### config.mk
export PLATFORM = sky130hd
export DESIGN_NAME = modbus_rtu_read_holding_master
export DESIGN_NICKNAME = d
export VERILOG_FILES = /design/src/rtl/mbrtu_pkg.sv /design/src/rtl/modbus_rtu_read_holding_master.sv
export VERILOG_INCLUDE_DIRS = /design/src /design/src/rtl
export SDC_FILE = /design/constraint.sdc
export NUM_CORES = 1
export LEC_CHECK = 0
export ABC_CLOCK_PERIOD_IN_PS = 5100
export CORE_ASPECT_RATIO = 1.4
export CORE_MARGIN = 2
export CORE_UTILIZATION = 55
export CTS_CLUSTER_DIAMETER = 60
export DETAILED_ROUTE_END_ITERATION = 8
export DONT_BUFFER_PORTS = 1
export GPL_ROUTABILITY_DRIVEN = 0
export PLACE_DENSITY = 0.71
export SYNTH_ARGS = -nofsm -noshare
export SYNTH_HDL_FRONTEND = slang
export SYNTH_SLANG_ARGS = --single-unit
### constraint.sdc
create_clock -name clk -period 5.1 [get_ports clk]
set_input_delay 0.51 -clock clk [delete_from_list [all_inputs] [get_ports clk]]
set_output_delay 0.51 -clock clk [all_outputs]
set_load 0.01 [all_outputs]
### src/rtl/modbus_rtu_read_holding_master_defines.svh
// ----------------------------------------------------------------------------
// Modbus RTU read-holding master: assertion macros
// Shared assertion forms, clocked on clk and muted while rst_n is low.
// ----------------------------------------------------------------------------
`ifndef MODBUS_RTU_READ_HOLDING_MASTER_DEFINES_SVH
`define MODBUS_RTU_READ_HOLDING_MASTER_DEFINES_SVH

// Same-cycle implication.
`define MBRTU_ASSERT_NOW(label, ante, cons, msg) \
  label: assert property (@(posedge clk) disable iff (!rst_n) (ante) |-> (cons)) \
    else $error(msg);

// Next-cycle implication.
`define MBRTU_ASSERT_NEXT(label, ante, cons, msg) \
  label: assert property (@(posedge clk) disable iff (!rst_n) (ante) |=> (cons)) \
    else $error(msg);

`endif

### src/rtl/mbrtu_pkg.sv
`timescale 1ns / 1ps
// ----------------------------------------------------------------------------
// mbrtu_pkg
// Types, codes and CRC helper for the Modbus RTU read-holding master.
// ----------------------------------------------------------------------------
package mbrtu_pkg;

  localparam int REPLY_BYTES_DEF = 64;
  localparam int MAX_REGS_DEF    = 29;

  localparam logic [7:0]  FUNC_READ   = 8'h03;
  localparam logic [15:0] CRC_INIT    = 16'hFFFF;
  localparam logic [15:0] CRC_POLY    = 16'hA001;
  localparam logic [16:0] ELAPSED_MAX = 17'h1FFFF;

  typedef enum logic [1:0] {
    CMD_START,
    CMD_BYTE,
    CMD_TICK,
    CMD_NOP
  } cmd_t;

  typedef enum logic [1:0] {
    KIND_TX,
    KIND_REG,
    KIND_STATUS
  } kind_t;

  typedef enum logic [2:0] {
    STAT_OK,
    STAT_PARAM,
    STAT_TIMEOUT,
    STAT_ADDR,
    STAT_FUNC,
    STAT_BCOUNT,
    STAT_CRC
  } status_t;

  typedef enum logic [3:0] {
    ST_IDLE,
    ST_REQ_CRC,
    ST_TX,
    ST_WAIT,
    ST_FIN0,
    ST_FIN1,
    ST_FIN2,
    ST_FIN3,
    ST_FIN4,
    ST_FIN5,
    ST_RD_HI,
    ST_RD_LO,
    ST_EMIT,
    ST_STAT
  } state_t;

  // Fold one byte into a CRC-16/Modbus, reflected form.
  function automatic logic [15:0] crc_byte(input logic [15:0] crc, input logic [7:0] b);
    logic [15:0] c;
    c = crc ^ {8'h00, b};
    for (int k = 0; k < 8; k++) begin
      c = c[0] ? ((c >> 1) ^ CRC_POLY) : (c >> 1);
    end
    return c;
  endfunction

endpackage

### src/rtl/modbus_rtu_read_holding_master.sv
`timescale 1ns / 1ps
// ----------------------------------------------------------------------------
// modbus_rtu_read_holding_master
// Modbus RTU master for function 03: builds the request, gathers the reply
// into a byte RAM, checks it and streams out request bytes, register values and a status.
// ----------------------------------------------------------------------------
//
//  channel | ports                                         | handshake
//  --------+-----------------------------------------------+--------------
//  in      | in_cmd in_start_address in_count in_timeout_ms| in_valid/ready
//          | in_rx_byte                                    |
//  out     | out_kind out_data out_status out_last         | out_valid/ready
//  cfg     | cfg_wdata (device address)                    | cfg_we
//
// Sequence: a valid start runs ST_REQ_CRC over the six request bytes, then
// sends 8 transmit beats. The reply check walks the reply RAM through its
// single read port: header and CRC reads in ST_FIN0 to ST_FIN5, then
// ST_RD_HI, ST_RD_LO and ST_EMIT per register, and one status beat.
// Reset: rst_n is synchronous, active low; the reply RAM needs no clearing.
// Stalls: every beat lands in one output register; the sequencer holds while
// that register is full and out_ready is low. Input is taken only in idle
// and while waiting for reply bytes.
// ----------------------------------------------------------------------------
`include "modbus_rtu_read_holding_master_defines.svh"

module modbus_rtu_read_holding_master
  import mbrtu_pkg::*;
#(
  parameter int REPLY_BYTES = REPLY_BYTES_DEF,
  parameter int MAX_REGS    = MAX_REGS_DEF
) (
  input  logic        clk,
  input  logic        rst_n,
  input  logic        cfg_we,
  input  logic [7:0]  cfg_wdata,
  input  logic        in_valid,
  output logic        in_ready,
  input  logic [1:0]  in_cmd,
  input  logic [15:0] in_start_address,
  input  logic [15:0] in_count,
  input  logic [15:0] in_timeout_ms,
  input  logic [7:0]  in_rx_byte,
  output logic        out_valid,
  input  logic        out_ready,
  output logic [1:0]  out_kind,
  output logic [15:0] out_data,
  output logic [2:0]  out_status,
  output logic        out_last
);

  localparam int AW   = $clog2(REPLY_BYTES);      // reply RAM address
  localparam int BR_W = $clog2(REPLY_BYTES + 1);  // byte count up to full RAM
  localparam int RC_W = $clog2(MAX_REGS + 1);     // register count

  // --------------------------------------------------------------------------
  // State
  // --------------------------------------------------------------------------
  state_t            state_r, state_nxt;
  logic [7:0]        dev_addr_r;
  logic [BR_W-1:0]   bytes_rcvd_r, bytes_rcvd_nxt;
  logic [15:0]       crc_r, crc_nxt;
  logic [16:0]       elapsed_r, elapsed_nxt;
  logic [15:0]       timeout_r, timeout_nxt;
  logic [RC_W-1:0]   reg_count_r, reg_count_nxt;
  logic [RC_W-1:0]   reg_idx_r, reg_idx_nxt;
  logic [2:0]        tx_idx_r, tx_idx_nxt;
  logic [7:0]        req_addr_r, req_addr_nxt;
  logic [15:0]       sa_r, sa_nxt;
  logic [15:0]       req_crc_r, req_crc_nxt;
  logic [7:0]        crc_lo_r, crc_lo_nxt;
  logic [7:0]        hi_r, hi_nxt;
  status_t           stat_r, stat_nxt;

  logic              out_valid_r;
  kind_t             out_kind_r;
  logic [15:0]       out_data_r;
  status_t           out_status_r;
  logic              out_last_r;

  // Reply RAM, one write and one registered read per cycle
  logic [7:0]        reply_mem [REPLY_BYTES];
  logic [7:0]        mem_q;
  logic [AW-1:0]     rd_addr;
  logic              mem_we;

  // --------------------------------------------------------------------------
  // Shared terms
  // --------------------------------------------------------------------------
  cmd_t              in_cmd_e;
  logic              in_fire;
  logic              out_free;
  logic              waiting;
  logic [BR_W-1:0]   need;
  logic [BR_W-1:0]   need_m2;
  logic [BR_W-1:0]   need_m1;
  logic              last_byte;
  logic [17:0]       req_len;
  logic              start_bad;
  logic [16:0]       elapsed_inc;
  logic              expire;
  logic [BR_W-1:0]   hi_off;
  logic [BR_W-1:0]   lo_off;
  logic              last_reg;
  logic [7:0]        bcount;
  logic [15:0]       cnt16;
  logic [7:0]        req_byte;

  logic              emit;
  kind_t             emit_kind;
  logic [15:0]       emit_data;
  status_t           emit_status;
  logic              emit_last;

  assign in_cmd_e    = cmd_t'(in_cmd);
  assign in_fire     = in_valid && in_ready;
  assign out_free    = !out_valid_r || out_ready;
  assign waiting     = (state_r == ST_WAIT);
  assign need        = BR_W'({reg_count_r, 1'b0}) + BR_W'(5);
  assign need_m2     = need - BR_W'(2);
  assign need_m1     = need - BR_W'(1);
  assign last_byte   = (BR_W'(bytes_rcvd_r + 1'b1) == need);
  assign req_len     = 18'd5 + {1'b0, in_count, 1'b0};
  assign start_bad   = (in_count == 16'd0) || (in_count > 16'(MAX_REGS)) ||
                       (req_len > 18'(REPLY_BYTES));
  assign elapsed_inc = (elapsed_r == ELAPSED_MAX) ? elapsed_r : elapsed_r + 17'd1;
  assign expire      = (elapsed_inc > {1'b0, timeout_r});
  assign hi_off      = BR_W'({reg_idx_r, 1'b0}) + BR_W'(3);
  assign lo_off      = hi_off + BR_W'(1);
  assign last_reg    = (reg_idx_r == RC_W'(reg_count_r - 1'b1));
  assign bcount      = 8'({reg_count_r, 1'b0});
  assign cnt16       = 16'(reg_count_r);

  // Request byte for the current transmit slot
  always_comb begin
    unique case (tx_idx_r)
      3'd0: req_byte = req_addr_r;
      3'd1: req_byte = FUNC_READ;
      3'd2: req_byte = sa_r[15:8];
      3'd3: req_byte = sa_r[7:0];
      3'd4: req_byte = cnt16[15:8];
      3'd5: req_byte = cnt16[7:0];
      3'd6: req_byte = req_crc_r[7:0];
      3'd7: req_byte = req_crc_r[15:8];
    endcase
  end

  // --------------------------------------------------------------------------
  // Next state
  // --------------------------------------------------------------------------
  always_comb begin
    state_nxt = state_r;
    unique case (state_r)
      ST_IDLE, ST_WAIT: begin
        if (in_fire) begin
          unique case (in_cmd_e)
            CMD_START: state_nxt = start_bad ? ST_STAT : ST_REQ_CRC;
            CMD_BYTE:  if (waiting && last_byte) state_nxt = ST_FIN0;
            CMD_TICK:  if (waiting && expire) state_nxt = ST_STAT;
            CMD_NOP:   state_nxt = state_r;
          endcase
        end
      end
      ST_REQ_CRC: if (tx_idx_r == 3'd5) state_nxt = ST_TX;
      ST_TX:      if (out_free && tx_idx_r == 3'd7) state_nxt = ST_WAIT;
      ST_FIN0:    state_nxt = ST_FIN1;
      ST_FIN1:    state_nxt = (mem_q != dev_addr_r) ? ST_STAT : ST_FIN2;
      ST_FIN2:    state_nxt = (mem_q != FUNC_READ) ? ST_STAT : ST_FIN3;
      ST_FIN3:    state_nxt = (mem_q != bcount) ? ST_STAT : ST_FIN4;
      ST_FIN4:    state_nxt = ST_FIN5;
      ST_FIN5:    state_nxt = ({mem_q, crc_lo_r} != crc_r) ? ST_STAT : ST_RD_HI;
      ST_RD_HI:   state_nxt = ST_RD_LO;
      ST_RD_LO:   state_nxt = ST_EMIT;
      ST_EMIT:    if (out_free) state_nxt = last_reg ? ST_STAT : ST_RD_HI;
      ST_STAT:    if (out_free) state_nxt = ST_IDLE;
      default:    state_nxt = ST_IDLE;
    endcase
  end

  // --------------------------------------------------------------------------
  // Outputs of the sequencer: handshake, beat to emit, RAM access
  // --------------------------------------------------------------------------
  always_comb begin
    in_ready    = 1'b0;
    emit        = 1'b0;
    emit_kind   = KIND_TX;
    emit_data   = 16'h0000;
    emit_status = STAT_OK;
    emit_last   = 1'b0;
    rd_addr     = '0;
    mem_we      = 1'b0;
    unique case (state_r)
      ST_IDLE: in_ready = 1'b1;
      ST_WAIT: begin
        in_ready = 1'b1;
        mem_we   = in_fire && (in_cmd_e == CMD_BYTE);
      end
      ST_TX: begin
        emit      = 1'b1;
        emit_kind = KIND_TX;
        emit_data = {8'h00, req_byte};
      end
      ST_FIN0: rd_addr = AW'(0);
      ST_FIN1: rd_addr = AW'(1);
      ST_FIN2: rd_addr = AW'(2);
      ST_FIN3: rd_addr = need_m2[AW-1:0];
      ST_FIN4: rd_addr = need_m1[AW-1:0];
      ST_RD_HI: rd_addr = hi_off[AW-1:0];
      ST_RD_LO: rd_addr = lo_off[AW-1:0];
      ST_EMIT: begin
        // keep the low byte address so mem_q holds through a stall
        rd_addr   = lo_off[AW-1:0];
        emit      = 1'b1;
        emit_kind = KIND_REG;
        emit_data = {hi_r, mem_q};
      end
      ST_STAT: begin
        emit        = 1'b1;
        emit_kind   = KIND_STATUS;
        emit_status = stat_r;
        emit_last   = 1'b1;
      end
      default: begin
        in_ready = 1'b0;
      end
    endcase
  end

  // --------------------------------------------------------------------------
  // Datapath next values
  // --------------------------------------------------------------------------
  always_comb begin
    bytes_rcvd_nxt = bytes_rcvd_r;
    crc_nxt        = crc_r;
    elapsed_nxt    = elapsed_r;
    timeout_nxt    = timeout_r;
    reg_count_nxt  = reg_count_r;
    reg_idx_nxt    = reg_idx_r;
    tx_idx_nxt     = tx_idx_r;
    req_addr_nxt   = req_addr_r;
    sa_nxt         = sa_r;
    req_crc_nxt    = req_crc_r;
    crc_lo_nxt     = crc_lo_r;
    hi_nxt         = hi_r;
    stat_nxt       = stat_r;
    unique case (state_r)
      ST_IDLE, ST_WAIT: begin
        if (in_fire) begin
          unique case (in_cmd_e)
            CMD_START: begin
              // drop any exchange in flight and start over
              bytes_rcvd_nxt = '0;
              elapsed_nxt    = '0;
              crc_nxt        = CRC_INIT;
              if (start_bad) begin
                stat_nxt = STAT_PARAM;
              end else begin
                req_addr_nxt  = dev_addr_r;
                sa_nxt        = in_start_address;
                reg_count_nxt = RC_W'(in_count);
                timeout_nxt   = in_timeout_ms;
                req_crc_nxt   = CRC_INIT;
                tx_idx_nxt    = 3'd0;
              end
            end
            CMD_BYTE: begin
              if (waiting) begin
                if (bytes_rcvd_r < need_m2) crc_nxt = crc_byte(crc_r, in_rx_byte);
                bytes_rcvd_nxt = BR_W'(bytes_rcvd_r + 1'b1);
              end
            end
            CMD_TICK: begin
              if (waiting) begin
                elapsed_nxt = elapsed_inc;
                if (expire) stat_nxt = STAT_TIMEOUT;
              end
            end
            CMD_NOP: stat_nxt = stat_r;
          endcase
        end
      end
      ST_REQ_CRC: begin
        req_crc_nxt = crc_byte(req_crc_r, req_byte);
        tx_idx_nxt  = (tx_idx_r == 3'd5) ? 3'd0 : tx_idx_r + 3'd1;
      end
      ST_TX:   if (out_free) tx_idx_nxt = tx_idx_r + 3'd1;
      ST_FIN1: if (mem_q != dev_addr_r) stat_nxt = STAT_ADDR;
      ST_FIN2: if (mem_q != FUNC_READ) stat_nxt = STAT_FUNC;
      ST_FIN3: if (mem_q != bcount) stat_nxt = STAT_BCOUNT;
      ST_FIN4: crc_lo_nxt = mem_q;
      ST_FIN5: begin
        reg_idx_nxt = '0;
        if ({mem_q, crc_lo_r} != crc_r) stat_nxt = STAT_CRC;
      end
      ST_RD_LO: hi_nxt = mem_q;
      ST_EMIT: begin
        if (out_free) begin
          reg_idx_nxt = RC_W'(reg_idx_r + 1'b1);
          if (last_reg) stat_nxt = STAT_OK;
        end
      end
      ST_STAT: begin
        if (out_free) begin
          bytes_rcvd_nxt = '0;
          elapsed_nxt    = '0;
          crc_nxt        = CRC_INIT;
        end
      end
      default: stat_nxt = stat_r;
    endcase
  end

  // --------------------------------------------------------------------------
  // Registers
  // --------------------------------------------------------------------------
  always_ff @(posedge clk) begin
    if (!rst_n) begin
      state_r      <= ST_IDLE;
      dev_addr_r   <= 8'd1;
      bytes_rcvd_r <= '0;
      crc_r        <= CRC_INIT;
      elapsed_r    <= '0;
      timeout_r    <= '0;
      reg_count_r  <= '0;
      reg_idx_r    <= '0;
      tx_idx_r     <= '0;
      stat_r       <= STAT_OK;
      out_valid_r  <= 1'b0;
    end else begin
      state_r      <= state_nxt;
      if (cfg_we) dev_addr_r <= cfg_wdata;
      bytes_rcvd_r <= bytes_rcvd_nxt;
      crc_r        <= crc_nxt;
      elapsed_r    <= elapsed_nxt;
      timeout_r    <= timeout_nxt;
      reg_count_r  <= reg_count_nxt;
      reg_idx_r    <= reg_idx_nxt;
      tx_idx_r     <= tx_idx_nxt;
      stat_r       <= stat_nxt;
      if (emit && out_free) begin
        out_valid_r <= 1'b1;
      end else if (out_ready) begin
        out_valid_r <= 1'b0;
      end
    end
  end

  // Payload registers, no reset
  always_ff @(posedge clk) begin
    req_addr_r <= req_addr_nxt;
    sa_r       <= sa_nxt;
    req_crc_r  <= req_crc_nxt;
    crc_lo_r   <= crc_lo_nxt;
    hi_r       <= hi_nxt;
    if (emit && out_free) begin
      out_kind_r   <= emit_kind;
      out_data_r   <= emit_data;
      out_status_r <= emit_status;
      out_last_r   <= emit_last;
    end
  end

  // Reply RAM
  always_ff @(posedge clk) begin
    if (mem_we) reply_mem[bytes_rcvd_r[AW-1:0]] <= in_rx_byte;
    mem_q <= reply_mem[rd_addr];
  end

  assign out_valid  = out_valid_r;
  assign out_kind   = out_kind_r;
  assign out_data   = out_data_r;
  assign out_status = out_status_r;
  assign out_last   = out_last_r;

  // --------------------------------------------------------------------------
  // Assertions
  // --------------------------------------------------------------------------
  `MBRTU_ASSERT_NOW(a_wait_room, state_r == ST_WAIT, bytes_rcvd_r < need, "reply overran expected length")
  `MBRTU_ASSERT_NOW(a_last_is_status, out_valid && out_last, out_kind_r == KIND_STATUS, "last beat not a status")
  `MBRTU_ASSERT_NOW(a_reg_idx_range, state_r == ST_RD_HI, reg_idx_r < reg_count_r, "register index past count")

endmodule
== Word-level counts from Yosys, hierarchy flattened ==
Memories as Yosys holds them, arrays and structs flattened. A register that Yosys moved wholly into a read port is not among the register bits.
Cells that the tools add are included.
W data, S select, Z words.
Cells by class
  order comparisons: 4
  mux-type cells: 84
  bitwise gates (word level): 19
  add/sub/neg operators: 11
  reductions and logical operators: 32
  equality and inequality tests: 53
Operators with widths (count)
  $mux W16: 23
  $pmux W16 S2: 4
  $mux W17: 4
  $pmux W17 S2: 2
  $pmux W8 S8: 1
  $mux W3: 18
  $pmux W4 S13: 1
  $not A2 Y3: 16
  $mux W4: 10
  $pmux W6 S6: 1
  $xor A16 B8 Y16: 2
  $pmux W7 S2: 2
  $eq A4 B4 Y1 const B: 6
  $ne A2 B2 Y1 const B: 12
  $mux W7: 3
  $add A3 B17 Y18 const A: 1
  $gt A18 B7 Y1 const B: 1
  $ne A3 B3 Y1 const B: 6
  $pmux W3 S6: 1
  $add A17 B1 Y17 const B: 1
  $eq A17 B17 Y1 const B: 1
  $gt A17 B16 Y1: 1
  $eq A4 B3 Y1 const B: 4
  $gt A16 B5 Y1 const B: 1
  other kinds (52): 81
Word-level totals
  input port bits: 71
  output and inout port bits: 24
  word-level logic and storage cells: 224
  memories: 1
  register bits after elaboration: 163
  memory bits (writable): 512
Memory list
  reply_mem: depth 64, width 8, rd ports 1, clocked after Yosys merged registers in 1, wr ports 1, RTL line modbus_rtu_read_holding_master.sv:81  | logic [7:0] reply_mem [REPLY_BYTES];

== Depth between registers and ports, before layout ==
  depth after elaboration: 22
  depth in mapped cells: 17
  gate-level depth less buffers: 16

== Worst setup path after synthesis ==
Ideal clock, no wire load.
  kind: reg2reg
  start point: register elapsed_r[2]
  end point: register state_r[2]
  data required time: 4981 ps
  cell stages (with the launch flop): 18
  library setup time: 119 ps
  period minus slack after synthesis: 3754 ps
  buffers on the path: 1
  slack: 1346 ps
  data arrival time: 3636 ps
  cell sequence: dfxtp_1 > buf_2 > and4_1 > nand4_1 > or4_1 > nor2_1 > nor2b_1 > and2_1 > xor2_1 > ha_1 > a21o_1 > a21o_1 > a21oi_1 > o21a_1 > o21ai_0 > a21oi_1 > nor2_1 > o221a_2
On the way
  longest elaborated chain between the ends: 6
  elaborated cells on any way between the ends: 7
  classes of those cells: add/sub (1); order compare (1); eq/ne (2); mux (1); reduce/logical (2)
RTL lines
  from (decl): RTL line modbus_rtu_read_holding_master.sv:62  | logic [16:0] elapsed_r, elapsed_nxt;
  from (signal assigned): RTL line modbus_rtu_read_holding_master.sv:333  | elapsed_r <= elapsed_nxt;
  $add A17 B1 Y17 / $eq A17 B17 Y1 (equally long branches): RTL line modbus_rtu_read_holding_master.sv:125  | assign elapsed_inc = (elapsed_r == ELAPSED_MAX) ? elapsed_r : elapsed_r + 17'd1;
  $mux W17 *: RTL line modbus_rtu_read_holding_master.sv:125
  $gt A17 B16 Y1 *: RTL line modbus_rtu_read_holding_master.sv:126  | assign expire = (elapsed_inc > {1'b0, timeout_r});
  $logic_and A1 B1 Y1 *: RTL line modbus_rtu_read_holding_master.sv:158  | CMD_TICK: if (waiting && expire) state_nxt = ST_STAT;
  $ne A3 B3 Y1 (no line) *
  $reduce_and A8 Y1 (no line) *
  to (signal assigned): RTL line modbus_rtu_read_holding_master.sv:329  | state_r <= state_nxt;
  to (decl): RTL line modbus_rtu_read_holding_master.sv:58  | state_t state_r, state_nxt;
Every way passes the cells marked *; elsewhere a longest branch is shown, timed or not.
A chain may end at the register's enable or synchronous reset.

== Worst setup path after layout ==
Ends and elaborated chain as after synthesis.

==> flow_summary.ini <==
[cells_and_area]
syn_to_final_growth_pct = 11.0
layout-drive-gt1-share_pct = 6.97
fin_area_sq_um = 34000
fin_util_pct = 61.7
final_nets = 2286
antenna_cells = 0

[worst_hold_path]
hold_class = input port to register
min_from = in_rx_byte[4]

[critical_path]
critPathMaxFanout = 7
critPathLaunchType = register
cpPeakStageDelay_ns = 0.59
end_kind = register
worstPathRequired_ns = 5.60
reg2reg_from = elapsed_r[2]$_SDFFE_PN0P_
path_common_cell = o21ai_0
critical_path_arrival_ns = 5.07
path_delay_family = compound AO/OA/AOI/OAI gates
crit_buf_inv = 0
critical_path_class = register to register
cp_cell_sequence = and4_1, nand4_1, or4_1, o21ai_0, nor3_1, xnor2_1, ha_1, a21o_1, a21oi_1, o21ai_0, a211oi_1, o21ai_0, a21oi_1, nor2_1, o221a_2
crit_slowest_cell = or4_1
cp-startpoint = elapsed_r[2]$_SDFFE_PN0P_

[floorplan]
io_pins = 95
start_util_pct = 55.6
fp.dieW_um = 203
dieArea_sq_um = 57600
row_count = 102
die_h_um = 283
core_area_sq_um = 55100

[sta]
hold_violations = 0
finClkSkew_ns = 0.0225
final_max_slew_viol_count = 0
min_period_ns = 4.58
worst_pin_slew_ns = 1.23
max_slew_margin_pct = 18.0
timing.setup.tns_ns = 0
rsz0062_at_grt = no
clock.fmax_ghz = 0.218
finalCritPeriodShare_pct = 89.8
setup_viol_count_final = 0

[yosys]
synth.net_count = 2273
ys_warn_count = 0
synth_cell_types = 75
synth_area_leaders = edfxtp_1, mux2i_1, dfxtp_1
syn_avg_cell_area_sq_um = 14.2
synth_top_area_share_pct = 57.8
yosys.cell_count.top_type = edfxtp_1
synth-seq-cells = 683
synth_edf_count = 590
synthArstFlopShare_pct = 0
ys_seq_area_share_pct = 63.9
post-synth-top-area-cell = edfxtp_1
synth_ff_type = edfxtp_1
synthTopCellsByCount = edfxtp_1, mux2i_1, nor2_1
synthesis.area_sq_um = 30600
postSynthCellCount = 2160

[global_route]
groute.usage.overall_pct = 25.2
grt_pass1_vias = 17900
grt_max_degree = 73
antenna_found_initial = 1
grt_first_pass_wirelength_mm = 109
grt_overflow = 0

[clock_tree]
post-cts-setup-buffer-count = 0
cts_max_level = 3
post_cts_resized = 0
clock_latency_ns = 0.61
cts_buffer_depth = 3
ctsHoldBuffers = 40
clkTransAtPathRegs_ns = 0.06
clock-sinks = 683
clockRootBuffer = clkbuf_16
numCtsBuffers = 67
tritoncts = done

[routing]
totalWireLength_mm = 72.2
wl_per_cell_um = 24.5
viasPerCell = 5.96
wl_met1_mm = 27.6
dr_wl_met2_mm = 38.8
detail-route-antenna-nets = 0
drtIter0Drc = 1279
top_layer_used = met4
firstDrtPassIters = 8
num_vias = 17600
wl_met3_mm = 3.30
route.detailed.drc = 0

[run_status]
status = complete, no violations

[place]
placed_area_sq_um = 31300
place_hpwl_mm = 43.6
port_buffers = 0

[power]
max-vdd-ir-drop_v = 0.000279
p_leak_uw = 0.0118
p_per_area_nw_per_um2 = 434

[run]
drv_cap = 0
[routing by layer]
metal / global-route usage [%] / up-vias
met5: 0 / -
met3: 3.23 / 144
li1: - / 8104
met4: 10.3 / 0
met1: 29.7 / 8790
met2: 46.2 / 559
[power by group]
group / total [uW] / switching (uW) / internal (uW)
logic: 3260 / 1910 / 1350
registers: 6520 / 243 / 6280
clock network: 4990 / 2080 / 2900
[area by class of cell]
type	count	area [sq um]
Clock buffer	85	1790
Clock inverter	34	417
Fill cell	4110	21100
Inverter	44	165
Multi-Input combinational cell	1312	10400
Sequential cell	683	19600
Tap cell	728	911
Timing Repair Buffer	65	771
[path summary, 6_finish.rpt]
path / end / slack, ns / depth (start not counted)
max: state_r[2]$_SDFFE_PN0P_ / 0.52 / 15
min: reply_mem[22][4]$_DFFE_PP_ / 0.04 / 0
max reg2reg: state_r[2]$_SDFFE_PN0P_ / 0.52 / 15
min reg2reg: stat_r[2]$_SDFFE_PN0P_ / 0.46 / 2
[sequential cells by signal, indices dropped and copies added (netlist names), 7 cells and up]
register      flops
reply_mem       512
elapsed_r        17
crc_r            16
out_data         16
req_crc_r        16
sa_r             16
timeout_r        16
crc_lo_r          8
dev_addr_r        8
hi_r              8
mem_q             8
req_addr_r        8
bytes_rcvd_r      7
[layout by cell type (no fill, tap or decap), drive strengths merged, types with 5 or more instances in the layout]
master         n
a21o          11
clkinv        23
ha            42
a22o           8
xor2          39
clkbuf        85
a211oi         9
o22ai          6
nor2b         13
inv           45
dlygate4sd3   33
nand3         47
nand4         15
nor3b          7
a32o           6
o211ai         7
nor4           8
dfxtp         93
bufinv         8
nand3b         5
nand2         95
nor3          18
or3           14
edfxtp       590
o21ai         48
a31oi          7
nor2         153
and2          15
a21oi         49
mux2i        543
xnor2         76
a22oi          6
nand2b         8
buf           32
[stage by stage]
stage | cells | setup slack (ns) | hold WS [ns] | total power, uW
CTS | 2951 | 0.649 | 0.00473 | 14800
finish | 2951 | 0.521 | 0.0426 | 14800
floorplan | 2160 | 1.35 | 0.424 | 8950
global route | 2951 | 0.167 | 0.0188 | 15300
detailed placement | 2792 | 0.663 | 0.454 | 9760
global placement | 2792 | 0.857 | 0.443 | 9690
[logic make-up (layout without fill, tap and decap cells)]
group / after synthesis / count (layout) / share of synthesized area (%)
buf+inv: 165 / 228 / 2.40
fa+ha+maj: 42 / 42 / 1.72
xor+xnor: 117 / 117 / 3.52
compound gates: 195 / 195 / 4.25
flops: 683 / 683 / 63.9
mux: 546 / 546 / 17.9
simple gates: 412 / 412 / 6.32
[worst register-to-register path, delay by kind of cell, from the launching register on]
family | cells | cell delay (ns)
AOI/OAI and AO/OA | 8 | 2.15
xor gates and xnor gates | 1 | 0.24
adders and majority gates | 1 | 0.29
DFF | 1 | 0.48
and+or+nand+nor | 5 | 1.32
Power figures use the tool's default switching activity.
